$ cat src/design/wpse_pkg.sv
// Shared types and constants of the wind and pitot scale estimator.
// Holds the CORDIC arctangent table (built at elaboration) and the result record.
// No dependencies.
package wpse_pkg;

    // Step counts of the shared serial units.
    localparam int MUL_STEPS    = 30;
    localparam int CORDIC_STEPS = 30;
    localparam int DIV_STEPS    = 44;

    // Fixed multiplier constants: kt to m/s (Q0.20), CORDIC gain (Q0.30),
    // and CORDIC gain times m/s to kt (Q.20).
    localparam logic [29:0] KT_TO_MPS_Q20      = 30'd539434;
    localparam logic [29:0] GAIN_Q30           = 30'd652032874;
    localparam logic [29:0] GAIN_MPS_TO_KT_Q20 = 30'd1237745;
    localparam logic [63:0] INV_TWO_PI_Q32     = 64'd683565276;

    // Binary angle constants in the 34-bit angle accumulator.
    localparam logic signed [33:0] Z_QUARTER  = 34'sh0_4000_0000;
    localparam logic signed [33:0] Z_NQUARTER = -34'sh0_4000_0000;
    localparam logic signed [33:0] Z_HALF     = 34'sh0_8000_0000;

    // Reset values of the registers and the filter state.
    localparam logic [15:0] MIN_AIRSPEED_RST  = 16'd3840;
    localparam logic [23:0] WIND_ALPHA_RST    = 24'd3355;
    localparam logic [23:0] SCALE_ALPHA_RST   = 24'd8389;
    localparam logic [15:0] SCALE_FLOOR_RST   = 16'd12288;
    localparam logic [15:0] SCALE_CEILING_RST = 16'd20480;
    localparam logic [39:0] SCALE_ONE         = 40'h40_0000_0000;
    localparam logic [15:0] RAW_SCALE_ONE     = 16'd16384;
    localparam logic [15:0] ANGLE_EAST        = 16'd16384;
    localparam logic [15:0] ONE_KNOT          = 16'd256;

    // Configuration register indexes.
    localparam logic [2:0] CFG_MIN_AIRSPEED  = 3'd0;
    localparam logic [2:0] CFG_WIND_ALPHA    = 3'd1;
    localparam logic [2:0] CFG_SCALE_ALPHA   = 3'd2;
    localparam logic [2:0] CFG_SCALE_FLOOR   = 3'd3;
    localparam logic [2:0] CFG_SCALE_CEILING = 3'd4;

    typedef logic [31:0] t_atan_tab [CORDIC_STEPS];

    // One result record as it leaves the block.
    typedef struct packed {
        logic [15:0]        wind_speed;
        logic [15:0]        wind_direction;
        logic signed [15:0] wind_east;
        logic signed [15:0] wind_north;
        logic [15:0]        true_air_speed;
        logic [15:0]        true_air_direction;
        logic signed [15:0] true_air_east;
        logic signed [15:0] true_air_north;
        logic [15:0]        pitot_factor;
    } t_result;

    // Shift and subtract long division, used only while building the table.
    function automatic logic [63:0] long_div(input logic [63:0] num, input logic [63:0] den);
        logic [64:0] rem;
        logic [63:0] quo;
        rem = '0;
        quo = num;
        for (int b = 0; b < 64; b++) begin
            rem = {rem[63:0], quo[63]};
            quo = {quo[62:0], 1'b0};
            if (rem >= {1'b0, den}) begin
                rem    = rem - {1'b0, den};
                quo[0] = 1'b1;
            end
        end
        return quo;
    endfunction

    // Arctangent of 2^-i as a 32-bit binary angle: the series is summed in
    // Q60, rounded to Q32 radians and scaled by 1/(2 pi).
    function automatic t_atan_tab build_atan_tab();
        t_atan_tab         tab;
        logic signed [63:0] s;
        logic [63:0]       term;
        logic [63:0]       q;
        int                e;
        tab[0] = 32'h2000_0000;
        for (int i = 1; i < CORDIC_STEPS; i++) begin
            s = '0;
            for (int k = 0; k < 64; k++) begin
                e = 60 - i * (2 * k + 1);
                if (e >= 0) begin
                    term = long_div(64'd1 << e, 64'(2 * k + 1));
                    s    = k[0] ? s - $signed(term) : s + $signed(term);
                end
            end
            q = ((((64'(s) + (64'd1 << 27)) >> 28) * INV_TWO_PI_Q32) + (64'd1 << 31)) >> 32;
            tab[i] = q[31:0];
        end
        return tab;
    endfunction

    localparam t_atan_tab ATAN_TAB = build_atan_tab();

endpackage

$ cat src/design/wind_and_pitot_scale_estimator_top.sv
// Wind and pitot scale estimator: one sequencer driving a bit-serial multiplier,
// an iterative CORDIC and a restoring divider. Depends on wpse_pkg.
// A request runs through eight serial products, three 30-iteration CORDIC passes
// and a restoring divide; a zero vector skips its vectoring pass and product, and
// an airspeed of 1 kt or less skips the divide.
// A new request is taken only after the last result is loaded into the output
// register, which waits while a result is held; a slow sample is taken and dropped.
// Synchronous active-low reset restores the default registers and the filter state.
module wind_and_pitot_scale_estimator_top import wpse_pkg::*; (
    input  logic               i_clk,
    input  logic               i_rst_n,
    input  logic               i_cfg_we,
    input  logic [2:0]         i_cfg_index,
    input  logic [23:0]        i_cfg_data,
    input  logic               i_in_valid,
    output logic               o_in_ready,
    input  logic [15:0]        i_indicated_airspeed,
    input  logic [15:0]        i_heading_angle,
    input  logic signed [15:0] i_ground_vel_east,
    input  logic signed [15:0] i_ground_vel_north,
    output logic               o_out_valid,
    input  logic               i_out_ready,
    output logic [15:0]        o_wind_speed,
    output logic [15:0]        o_wind_direction,
    output logic signed [15:0] o_wind_east,
    output logic signed [15:0] o_wind_north,
    output logic [15:0]        o_true_air_speed,
    output logic [15:0]        o_true_air_direction,
    output logic signed [15:0] o_true_air_east,
    output logic signed [15:0] o_true_air_north,
    output logic [15:0]        o_pitot_factor
);

    // Sequencer states.
    localparam logic [2:0] ST_IDLE = 3'd0;
    localparam logic [2:0] ST_MUL  = 3'd1;
    localparam logic [2:0] ST_CORD = 3'd2;
    localparam logic [2:0] ST_DIV  = 3'd3;
    localparam logic [2:0] ST_POST = 3'd4;
    localparam logic [2:0] ST_OUT  = 3'd5;

    // Job whose completion is handled in ST_POST.
    localparam logic [3:0] PH_U0  = 4'd0;
    localparam logic [3:0] PH_U   = 4'd1;
    localparam logic [3:0] PH_X0  = 4'd2;
    localparam logic [3:0] PH_ROT = 4'd3;
    localparam logic [3:0] PH_WE  = 4'd4;
    localparam logic [3:0] PH_WN  = 4'd5;
    localparam logic [3:0] PH_VWS = 4'd6;
    localparam logic [3:0] PH_VW  = 4'd7;
    localparam logic [3:0] PH_KW  = 4'd8;
    localparam logic [3:0] PH_VTS = 4'd9;
    localparam logic [3:0] PH_VT  = 4'd10;
    localparam logic [3:0] PH_KT  = 4'd11;
    localparam logic [3:0] PH_DVS = 4'd12;
    localparam logic [3:0] PH_DV  = 4'd13;
    localparam logic [3:0] PH_SC  = 4'd14;

    logic [2:0]  r_state;
    logic [3:0]  r_phase;
    logic [5:0]  r_cnt;

    // Configuration registers.
    logic [15:0] r_min_airspeed;
    logic [23:0] r_wind_alpha;
    logic [23:0] r_scale_alpha;
    logic [15:0] r_scale_floor;
    logic [15:0] r_scale_ceiling;

    // Filter state.
    logic signed [39:0] r_fwe;
    logic signed [39:0] r_fwn;
    logic [39:0]        r_fs;

    // Latched request.
    logic [15:0]        r_ias;
    logic [15:0]        r_head;
    logic signed [15:0] r_gve;
    logic signed [15:0] r_gvn;

    // Serial multiplier.
    logic signed [47:0] r_ma;
    logic [29:0]        r_mc;
    logic signed [48:0] r_macc;
    logic [29:0]        r_mlo;

    // CORDIC unit; r_cmode high means vectoring.
    logic signed [44:0] r_cx;
    logic signed [44:0] r_cy;
    logic signed [33:0] r_cz;
    logic               r_cmode;

    // Divider.
    logic [43:0] r_dq;
    logic [25:0] r_rem;

    // Intermediate results.
    logic signed [44:0] r_un;
    logic [15:0]        r_wspd;
    logic [15:0]        r_wdir;
    logic [15:0]        r_tspd;
    logic [15:0]        r_tdir;
    logic [43:0]        r_tkt;

    logic    r_out_valid;
    t_result r_res;

    logic               w_in_acc;
    logic               w_out_free;
    logic signed [48:0] w_madd;
    logic signed [78:0] w_prod;
    logic signed [44:0] w_dx;
    logic signed [44:0] w_dy;
    logic signed [33:0] w_tab;
    logic               w_cplus;
    logic signed [33:0] w_zh;
    logic signed [33:0] w_zf;
    logic               w_flip;
    logic signed [44:0] w_x0;
    logic signed [47:0] w_ve48;
    logic signed [47:0] w_vn48;
    logic signed [47:0] w_fw_old;
    logic signed [47:0] w_wsum;
    logic signed [39:0] w_wsat;
    logic signed [40:0] w_te;
    logic signed [40:0] w_tn;
    logic signed [44:0] w_vx_in;
    logic signed [44:0] w_vy_in;
    logic               w_vzero;
    logic [31:0]        w_zr;
    logic signed [44:0] w_k;
    logic [43:0]        w_kpos;
    logic [15:0]        w_spd;
    logic [26:0]        w_dsh;
    logic [27:0]        w_ddiff;
    logic               w_dge;
    logic [15:0]        w_raw;
    logic [15:0]        w_rawf;
    logic signed [47:0] w_sd;
    logic signed [41:0] w_fsn;
    logic [39:0]        w_fssat;
    logic [15:0]        w_te_sat;
    logic [15:0]        w_tn_sat;

    assign o_in_ready  = (r_state == ST_IDLE);
    assign w_in_acc    = i_in_valid && o_in_ready;
    assign o_out_valid = r_out_valid;
    assign w_out_free  = !r_out_valid || i_out_ready;

    assign o_wind_speed         = r_res.wind_speed;
    assign o_wind_direction     = r_res.wind_direction;
    assign o_wind_east          = r_res.wind_east;
    assign o_wind_north         = r_res.wind_north;
    assign o_true_air_speed     = r_res.true_air_speed;
    assign o_true_air_direction = r_res.true_air_direction;
    assign o_true_air_east      = r_res.true_air_east;
    assign o_true_air_north     = r_res.true_air_north;
    assign o_pitot_factor       = r_res.pitot_factor;

    // Multiplier step: add the operand when the current multiplier bit is set,
    // then shift the product one place right into the low word.
    assign w_madd = r_macc + (r_mc[0] ? {r_ma[47], r_ma} : 49'sd0);
    assign w_prod = {r_macc, r_mlo};

    // CORDIC micro-rotation terms.
    assign w_dx    = r_cy >>> r_cnt[4:0];
    assign w_dy    = r_cx >>> r_cnt[4:0];
    assign w_tab   = $signed({2'b00, ATAN_TAB[r_cnt[4:0]]});
    assign w_cplus = r_cmode ? r_cy[44] : !r_cz[33];

    // Fold the heading into the right half plane for rotation.
    assign w_zh = {{2{r_head[15]}}, r_head, 16'h0000};
    always_comb begin
        w_zf   = w_zh;
        w_flip = 1'b0;
        if (w_zh > Z_QUARTER) begin
            w_zf   = w_zh - Z_HALF;
            w_flip = 1'b1;
        end else if (w_zh < Z_NQUARTER) begin
            w_zf   = w_zh + Z_HALF;
            w_flip = 1'b1;
        end
    end
    assign w_x0 = w_prod[74:30];

    // Wind filter update with saturation to the 40-bit state range.
    assign w_ve48   = {{8{r_gve[15]}}, r_gve, 24'h000000};
    assign w_vn48   = {{8{r_gvn[15]}}, r_gvn, 24'h000000};
    assign w_fw_old = (r_phase == PH_WE) ? {{8{r_fwe[39]}}, r_fwe} : {{8{r_fwn[39]}}, r_fwn};
    assign w_wsum   = w_fw_old + w_prod[71:24];
    always_comb begin
        if (!w_wsum[47] && (|w_wsum[46:39])) begin
            w_wsat = {1'b0, {39{1'b1}}};
        end else if (w_wsum[47] && !(&w_wsum[46:39])) begin
            w_wsat = {1'b1, {39{1'b0}}};
        end else begin
            w_wsat = w_wsum[39:0];
        end
    end

    // True air vector and the operands of a vectoring pass.
    assign w_te    = {r_fwe[39], r_fwe} + {r_gve[15], r_gve, 24'h000000};
    assign w_tn    = {r_fwn[39], r_fwn} + {r_gvn[15], r_gvn, 24'h000000};
    assign w_vx_in = (r_phase == PH_VWS) ? {{5{r_fwn[39]}}, r_fwn} : {{4{w_tn[40]}}, w_tn};
    assign w_vy_in = (r_phase == PH_VWS) ? {{5{r_fwe[39]}}, r_fwe} : {{4{w_te[40]}}, w_te};
    assign w_vzero = (w_vx_in == 45'sd0) && (w_vy_in == 45'sd0);

    // Angle rounded to 16 bits, speed in knots clamped and saturated.
    assign w_zr   = r_cz[31:0] + 32'd32768;
    assign w_k    = w_prod[64:20];
    assign w_kpos = w_k[44] ? 44'd0 : w_k[43:0];
    assign w_spd  = (|w_kpos[43:40]) ? 16'hFFFF : w_kpos[39:24];

    // Restoring divider step.
    assign w_dsh   = {r_rem, r_dq[43]};
    assign w_ddiff = {1'b0, w_dsh} - {2'b00, r_ias, 10'h000};
    assign w_dge   = !w_ddiff[27];

    // Raw scale: clamp to the floor first, then to the ceiling.
    always_comb begin
        if (r_dq < {28'd0, r_scale_floor}) begin
            w_rawf = r_scale_floor;
        end else if (|r_dq[43:16]) begin
            w_rawf = r_scale_ceiling;
        end else begin
            w_rawf = r_dq[15:0];
        end
        if (w_rawf > r_scale_ceiling) begin
            w_rawf = r_scale_ceiling;
        end
    end
    assign w_raw = (r_phase == PH_DV) ? w_rawf : RAW_SCALE_ONE;
    assign w_sd  = $signed({8'h00, w_raw, 24'h000000}) - $signed({8'h00, r_fs});

    // Pitot scale filter update with clamping.
    assign w_fsn = $signed({2'b00, r_fs}) + w_prod[65:24];
    always_comb begin
        if (w_fsn[41]) begin
            w_fssat = '0;
        end else if (w_fsn[40]) begin
            w_fssat = {40{1'b1}};
        end else begin
            w_fssat = w_fsn[39:0];
        end
    end

    // Output saturation of the true air components.
    assign w_te_sat = (w_te[40] != w_te[39]) ? (w_te[40] ? 16'h8000 : 16'h7FFF) : w_te[39:24];
    assign w_tn_sat = (w_tn[40] != w_tn[39]) ? (w_tn[40] ? 16'h8000 : 16'h7FFF) : w_tn[39:24];

    // Configuration registers.
    always_ff @(posedge i_clk) begin
        if (!i_rst_n) begin
            r_min_airspeed  <= MIN_AIRSPEED_RST;
            r_wind_alpha    <= WIND_ALPHA_RST;
            r_scale_alpha   <= SCALE_ALPHA_RST;
            r_scale_floor   <= SCALE_FLOOR_RST;
            r_scale_ceiling <= SCALE_CEILING_RST;
        end else if (i_cfg_we) begin
            unique case (i_cfg_index)
                CFG_MIN_AIRSPEED:  r_min_airspeed  <= i_cfg_data[15:0];
                CFG_WIND_ALPHA:    r_wind_alpha    <= i_cfg_data;
                CFG_SCALE_ALPHA:   r_scale_alpha   <= i_cfg_data;
                CFG_SCALE_FLOOR:   r_scale_floor   <= i_cfg_data[15:0];
                CFG_SCALE_CEILING: r_scale_ceiling <= i_cfg_data[15:0];
                default: ;
            endcase
        end
    end

    // Control and filter state.
    always_ff @(posedge i_clk) begin
        if (!i_rst_n) begin
            r_state     <= ST_IDLE;
            r_phase     <= PH_U0;
            r_cnt       <= '0;
            r_out_valid <= 1'b0;
            r_fwe       <= '0;
            r_fwn       <= '0;
            r_fs        <= SCALE_ONE;
        end else begin
            // A new result is loaded, or the waiting one leaves.
            if ((r_state == ST_OUT) && w_out_free) begin
                r_out_valid <= 1'b1;
            end else if (r_out_valid && i_out_ready) begin
                r_out_valid <= 1'b0;
            end
            unique case (r_state)
                ST_IDLE: begin
                    if (w_in_acc && (i_indicated_airspeed >= r_min_airspeed)) begin
                        r_state <= ST_MUL;
                        r_phase <= PH_U0;
                        r_cnt   <= '0;
                    end
                end
                ST_MUL: begin
                    r_cnt <= r_cnt + 6'd1;
                    if (r_cnt == 6'(MUL_STEPS - 1)) begin
                        r_state <= ST_POST;
                    end
                end
                ST_CORD: begin
                    r_cnt <= r_cnt + 6'd1;
                    if (r_cnt == 6'(CORDIC_STEPS - 1)) begin
                        r_state <= ST_POST;
                    end
                end
                ST_DIV: begin
                    r_cnt <= r_cnt + 6'd1;
                    if (r_cnt == 6'(DIV_STEPS - 1)) begin
                        r_state <= ST_POST;
                    end
                end
                ST_POST: begin
                    r_cnt <= '0;
                    unique case (r_phase)
                        PH_U0:  begin r_phase <= PH_U;   r_state <= ST_MUL;  end
                        PH_U:   begin r_phase <= PH_X0;  r_state <= ST_MUL;  end
                        PH_X0:  begin r_phase <= PH_ROT; r_state <= ST_CORD; end
                        PH_ROT: begin r_phase <= PH_WE;  r_state <= ST_MUL;  end
                        PH_WE: begin
                            r_fwe   <= w_wsat;
                            r_phase <= PH_WN;
                            r_state <= ST_MUL;
                        end
                        PH_WN: begin
                            r_fwn   <= w_wsat;
                            r_phase <= PH_VWS;
                        end
                        PH_VWS: begin
                            if (w_vzero) begin
                                r_phase <= PH_VTS;
                            end else begin
                                r_phase <= PH_VW;
                                r_state <= ST_CORD;
                            end
                        end
                        PH_VW:  begin r_phase <= PH_KW; r_state <= ST_MUL; end
                        PH_KW:  r_phase <= PH_VTS;
                        PH_VTS: begin
                            if (w_vzero) begin
                                r_phase <= PH_DVS;
                            end else begin
                                r_phase <= PH_VT;
                                r_state <= ST_CORD;
                            end
                        end
                        PH_VT:  begin r_phase <= PH_KT; r_state <= ST_MUL; end
                        PH_KT:  r_phase <= PH_DVS;
                        PH_DVS: begin
                            if (r_ias > ONE_KNOT) begin
                                r_phase <= PH_DV;
                                r_state <= ST_DIV;
                            end else begin
                                r_phase <= PH_SC;
                                r_state <= ST_MUL;
                            end
                        end
                        PH_DV:  begin r_phase <= PH_SC; r_state <= ST_MUL; end
                        PH_SC: begin
                            r_fs    <= w_fssat;
                            r_state <= ST_OUT;
                        end
                        default: r_state <= ST_IDLE;
                    endcase
                end
                ST_OUT: begin
                    if (w_out_free) begin
                        r_state <= ST_IDLE;
                    end
                end
                default: r_state <= ST_IDLE;
            endcase
        end
    end

    // Datapath registers of the serial units and intermediate results.
    always_ff @(posedge i_clk) begin
        case (r_state)
            ST_IDLE: begin
                if (w_in_acc) begin
                    r_ias  <= i_indicated_airspeed;
                    r_head <= i_heading_angle;
                    r_gve  <= i_ground_vel_east;
                    r_gvn  <= i_ground_vel_north;
                    r_ma   <= {22'd0, r_fs[39:14]};
                    r_mc   <= {14'd0, i_indicated_airspeed};
                    r_macc <= '0;
                    r_mlo  <= '0;
                end
            end
            ST_MUL: begin
                r_macc <= w_madd >>> 1;
                r_mlo  <= {w_madd[0], r_mlo[29:1]};
                r_mc   <= r_mc >> 1;
            end
            ST_CORD: begin
                if (w_cplus) begin
                    r_cx <= r_cx - w_dx;
                    r_cy <= r_cy + w_dy;
                    r_cz <= r_cz - w_tab;
                end else begin
                    r_cx <= r_cx + w_dx;
                    r_cy <= r_cy - w_dy;
                    r_cz <= r_cz + w_tab;
                end
            end
            ST_DIV: begin
                r_rem <= w_dge ? w_ddiff[25:0] : w_dsh[25:0];
                r_dq  <= {r_dq[42:0], w_dge};
            end
            ST_POST: begin
                r_macc <= '0;
                r_mlo  <= '0;
                case (r_phase)
                    // Scaled airspeed, then knots to m/s.
                    PH_U0: begin
                        r_ma <= {6'd0, w_prod[41:0]};
                        r_mc <= KT_TO_MPS_Q20;
                    end
                    // Pre-scale by the CORDIC gain.
                    PH_U: begin
                        r_ma <= {6'd0, w_prod[61:20]};
                        r_mc <= GAIN_Q30;
                    end
                    // Start the rotation along the heading.
                    PH_X0: begin
                        r_cx    <= w_flip ? -w_x0 : w_x0;
                        r_cy    <= '0;
                        r_cz    <= w_zf;
                        r_cmode <= 1'b0;
                    end
                    // Air vector ready: east innovation of the wind filter.
                    PH_ROT: begin
                        r_un <= r_cx;
                        r_ma <= {{3{r_cy[44]}}, r_cy} - w_ve48 - {{8{r_fwe[39]}}, r_fwe};
                        r_mc <= {6'd0, r_wind_alpha};
                    end
                    // North innovation of the wind filter.
                    PH_WE: begin
                        r_ma <= {{3{r_un[44]}}, r_un} - w_vn48 - {{8{r_fwn[39]}}, r_fwn};
                        r_mc <= {6'd0, r_wind_alpha};
                    end
                    // Start vectoring of the wind or true air vector.
                    PH_VWS, PH_VTS: begin
                        if (w_vzero) begin
                            if (r_phase == PH_VWS) begin
                                r_wdir <= ANGLE_EAST;
                                r_wspd <= '0;
                            end else begin
                                r_tdir <= ANGLE_EAST;
                                r_tspd <= '0;
                                r_tkt  <= '0;
                            end
                        end else begin
                            r_cx    <= w_vx_in[44] ? -w_vx_in : w_vx_in;
                            r_cy    <= w_vx_in[44] ? -w_vy_in : w_vy_in;
                            r_cz    <= w_vx_in[44] ? Z_HALF : 34'sd0;
                            r_cmode <= 1'b1;
                        end
                    end
                    // Vectoring done: keep the angle, convert the magnitude.
                    PH_VW, PH_VT: begin
                        if (r_phase == PH_VW) begin
                            r_wdir <= w_zr[31:16];
                        end else begin
                            r_tdir <= w_zr[31:16];
                        end
                        r_ma <= {{3{r_cx[44]}}, r_cx};
                        r_mc <= GAIN_MPS_TO_KT_Q20;
                    end
                    PH_KW: r_wspd <= w_spd;
                    PH_KT: begin
                        r_tspd <= w_spd;
                        r_tkt  <= w_kpos;
                    end
                    // Start the ratio divide, or take a raw scale of one.
                    PH_DVS: begin
                        r_dq  <= r_tkt;
                        r_rem <= '0;
                        r_ma  <= w_sd;
                        r_mc  <= {6'd0, r_scale_alpha};
                    end
                    PH_DV: begin
                        r_ma <= w_sd;
                        r_mc <= {6'd0, r_scale_alpha};
                    end
                    default: ;
                endcase
            end
            ST_OUT: begin
                if (w_out_free) begin
                    r_res.wind_speed         <= r_wspd;
                    r_res.wind_direction     <= r_wdir;
                    r_res.wind_east          <= r_fwe[39:24];
                    r_res.wind_north         <= r_fwn[39:24];
                    r_res.true_air_speed     <= r_tspd;
                    r_res.true_air_direction <= r_tdir;
                    r_res.true_air_east      <= w_te_sat;
                    r_res.true_air_north     <= w_tn_sat;
                    r_res.pitot_factor       <= r_fs[39:24];
                end
            end
            default: ;
        endcase
    end

endmodule

$ cat config.mk
export PLATFORM = sky130hd
export DESIGN_NAME = wind_and_pitot_scale_estimator_top
export DESIGN_NICKNAME = d
export VERILOG_FILES = /design/src/design/wpse_pkg.sv /design/src/design/wind_and_pitot_scale_estimator_top.sv
export SDC_FILE = /design/constraint.sdc
export NUM_CORES = 2
export LEC_CHECK = 0
export BUFFER_PORTS_ARGS = -buffer_cell sky130_fd_sc_hd__buf_2
export CAP_MARGIN = 0
export CORE_MARGIN = 3
export CORE_UTILIZATION = 33
export CTS_CLUSTER_SIZE = 28
export DETAILED_ROUTE_END_ITERATION = 7
export PLACE_DENSITY = 0.59
export SLEW_MARGIN = 10
export SYNTH_ARGS = -nofsm -noshare
export SYNTH_HDL_FRONTEND = slang
export SYNTH_SLANG_ARGS = --single-unit
$ cat constraint.sdc
create_clock -name i_clk -period 40.5 [get_ports i_clk]
set_input_delay 12.15 -clock i_clk [delete_from_list [all_inputs] [get_ports i_clk]]
set_output_delay 12.15 -clock i_clk [all_outputs]
set_load 0.02 [all_outputs]
==> key figures <==
Synthesis
  – Synth cell types: 98
  – Sequential fraction of the synthesis area: 34.8%
  – Post-Syn Nets: 9059
  – Number of synthesized register bits: about 940
  – Async S/R FF share, synth: 0%
  – Synth Area per Inst: just under 9 um2
  – Synth warn: 0
  – Mapped Area: ~75000 um2
  – Post-Syn Instances: 8350
  – Primary FF master, synth: edfxtp_1
  – Number of enable flip-flop cells after synthesis: 711

CTS
  – TritonCTS buffer count: 110
  – Clk buf depth: 3
  – Worst-path clk slew: 60 ps
  – H-tree levels: 3
  – Total clock sinks: 941
  – Clock Latency Late Sink: 840 ps
  – Root buffer cell: clkbuf_16
  – Hold-fix buffers, CTS: 0
  – Post-CTS setup repair buffer count: 0
  – Post-CTS sizing: 0
  – TritonCTS clock tree: done

Setup path
  – Crit-path max cell delay: 470 ps
  – Critical path launch point type: input pin
  – Setup CP Type: input pin to flip-flop
  – Cell Chain, Critical Path: buf_2 > inv_1 > ha_1 > nand2b_1 > a21o_1 > a21o_1 > a21o_1 > a21o_1 > a2111oi_0 > o32a_1 > a21oi_1 > o21a_1 > o21ai_0 > inv_1 > a31oi_1
  – CP Max Fanout: 4
  – CP dominant cell by count: a21o_1
  – Worst reg-to-reg path cell count: 37
  – Critical Path RT: 41250 ps
  – Critical Path End Type: flip-flop
  – Critical path's slowest cell: a2111oi_0
  – Worst Path Arrival: 15240 ps

STA
  – Count of final setup violators: 0
  – Final setup TNS: 0 ps
  – Worst-Margin Slew: about 1300 ps
  – Clock skew: 127 ps
  – Final Hold Vio Count: 0
  – Minimum clock period: 14490 ps
  – Slew margin rel.: 14.9%
  – Fmax: 69.0 MHz
  – RSZ-0062 raised after global routing: false
  – Period Utilization, post-route: between 30% and 40%
  – Slew Viols, Final: 0

Routing
  – Final WL: 293000 um
  – Vias: 67000
  – Initial drt markers: 7442
  – DR vias/cell: 5.82
  – Detail Route Antenna Nets: 0
  – Post-DR wirelength/cell: 25.5 um
  – # DRC: 0
  – Drt pass-1 iters: 6

Layout
  – Fin cells: between 10000 and 15000
  – Syn-to-layout area delta: 11.4%
  – Layout cell share with drive strength beyond 1: ~10%
  – Final core occ: 37.2%
  – Layout fillers: approximately 23000
  – NumNets Final: 9137
  – Register area: approximately 26000 um2
  – Multi-input gate area: 45500 um2

Die
  – Die area: roughly 230000 um2
  – Die X: roughly 480 um
  – Die H: 482 um
  – Initial Util: 33.4%
  – Core Area: between 200000 and 250000 um2
  – I/O pin count: approximately 240
  – Number of core rows: ~170

Place
  – Number of I/O port buffers: 241
  – HPWL Detailed: 224000 um
  – Routability Congestion: 0.971
  – Placed Cells: 11300

Outcome
  – Status: finished, final reports clean

Pwr
  – Pwr dens: between 40 and 50 nW/um2
  – Peak supply drop: 42.8 uV
  – Leak Pwr: around 33 nW

Global routing
  – Total GRT Usage: 24.3%
  – Total congestion overflow: 0
  – First-pass GRT wire length: 422000 um
  – Antenna violations before repair: 16
  – Vias in the first global route: 62000
  – Largest net degree at the start of global routing: 85

Flow run
  – Max-cap violations: 0

Worst hold path
  – Worst hold path class: flip-flop to flip-flop
  – Worst hold path depth: 0
cell type report:
class	instances	share of cell area (%)
antenna	5	0.0151
clock buffer	158	3.85
clock inverter	51	0.857
inverter	455	2.06
multi-input combinational	6535	54.7
sequential	941	31.3
tap	2975	4.48
timing repair buffer	385	2.76
stage by stage:
step | power [W] | setup slack (ps) | hold slack [ps] | cell area, um2
global route | 0.00399 | 25810 | 424 | 83100
floorplan | 0.00223 | 20120 | 400 | 74600
finish | 0.00381 | 26010 | 415 | 83100
global placement | 0.00270 | 25140 | 403 | 79200
CTS | 0.00380 | 26080 | 415 | 83100
detailed placement | 0.00271 | 25150 | 405 | 79200
where the power goes:
part           internal [W]  switching [W]
Sequential          0.00116      0.0000863
Combinational      0.000542       0.000950
Clock              0.000621       0.000457
Total               0.00232        0.00149
cell usage in the layout, fill, tap and decap left out, types with 236 or more instances in the layout:
master	count
xor2_1	291
ha_1	560
edfxtp_1	711
buf_2	240
nor2_1	579
xnor2_1	308
nand2_1	983
inv_1	448
o21ai_0	645
a21o_1	236
a21oi_1	702
Yosys cell counts (all sizes together), types with 61 or more instances:
cell / instances / area share (%)
mux2i: 99 / 1.3
a221oi: 61 / 0.72
buf: 107 / 0.75
nor3: 116 / 0.78
a21oi: 703 / 4.7
and2: 182 / 1.5
o31ai: 61 / 0.62
mux2: 90 / 1.4
clkbuf: 312 / 1.6
inv: 452 / 2.3
o21a: 91 / 0.92
o22ai: 65 / 0.54
xnor2: 308 / 3.6
nor2b: 80 / 0.67
nand2: 984 / 4.9
ha: 560 / 9.4
nand4: 64 / 0.54
edfxtp: 711 / 29
dfxtp: 230 / 6.2
a21o: 236 / 2.4
nand3: 153 / 1.0
nor2: 588 / 3.0
o211ai: 98 / 0.99
xor2: 291 / 3.4
a211oi: 67 / 0.67
o21ai: 663 / 4.4
a31oi: 88 / 0.75
nand2b: 86 / 0.72
mux4: 109 / 3.3
state kept, by name, summed over array words and instances, names as in the netlist, 34 cells and up:
name / cells
r_macc: 48
r_ma: 47
r_cx: 45
r_cy: 45
r_un: 45
r_dq: 44
r_tkt: 44
r_fs: 40
r_fwe: 40
r_fwn: 40
r_cz: 34
per-layer routing:
| metal | track usage (%) | part of all wire (%) | vias to the layer above |
|---|---|---|---|
| met5 | 0 | 0.015 | - |
| met4 | 9.46 | 4.5 | 6 |
| met3 | 4.84 | 8.6 | 525 |
| met2 | 36.7 | 43 | 3054 |
| met1 | 33.9 | 44 | 32800 |
| li1 | - | - | 30600 |
logic make-up after synthesis:
| group | Yosys count | share of synthesized area (%) |
|---|---|---|
| flops | 941 | 34.8 |
| xor+xnor | 599 | 7.03 |
| compound gates | 2526 | 21.3 |
| simple gates | 2499 | 15.5 |
| fa+ha+maj | 613 | 10.8 |
| mux | 298 | 5.98 |
| buf+inv | 874 | 4.61 |
critical path, delay by kind of cell:
kind | cells | cell delay, ps
buf+inv | 3 | 260
simple gates | 1 | 140
fa+ha+maj | 1 | 270
compound gates | 10 | 2420
worst paths after layout:
path / from / endpoint / slack [ps]
max: i_indicated_airspeed[0] / r_cnt[5]$_SDFFE_PN0P_ / 26010
max reg2reg: r_dq[1]$_DFFE_PP_ / r_ma[40]$_SDFFCE_PN0P_ / 30710
min reg2reg: r_wspd[13]$_SDFFCE_PN0P_ / o_wind_speed[13]$_DFFE_PP_ / 420
min: r_wspd[13]$_SDFFCE_PN0P_ / o_wind_speed[13]$_DFFE_PP_ / 420
Power figures use the tool's default switching activity.
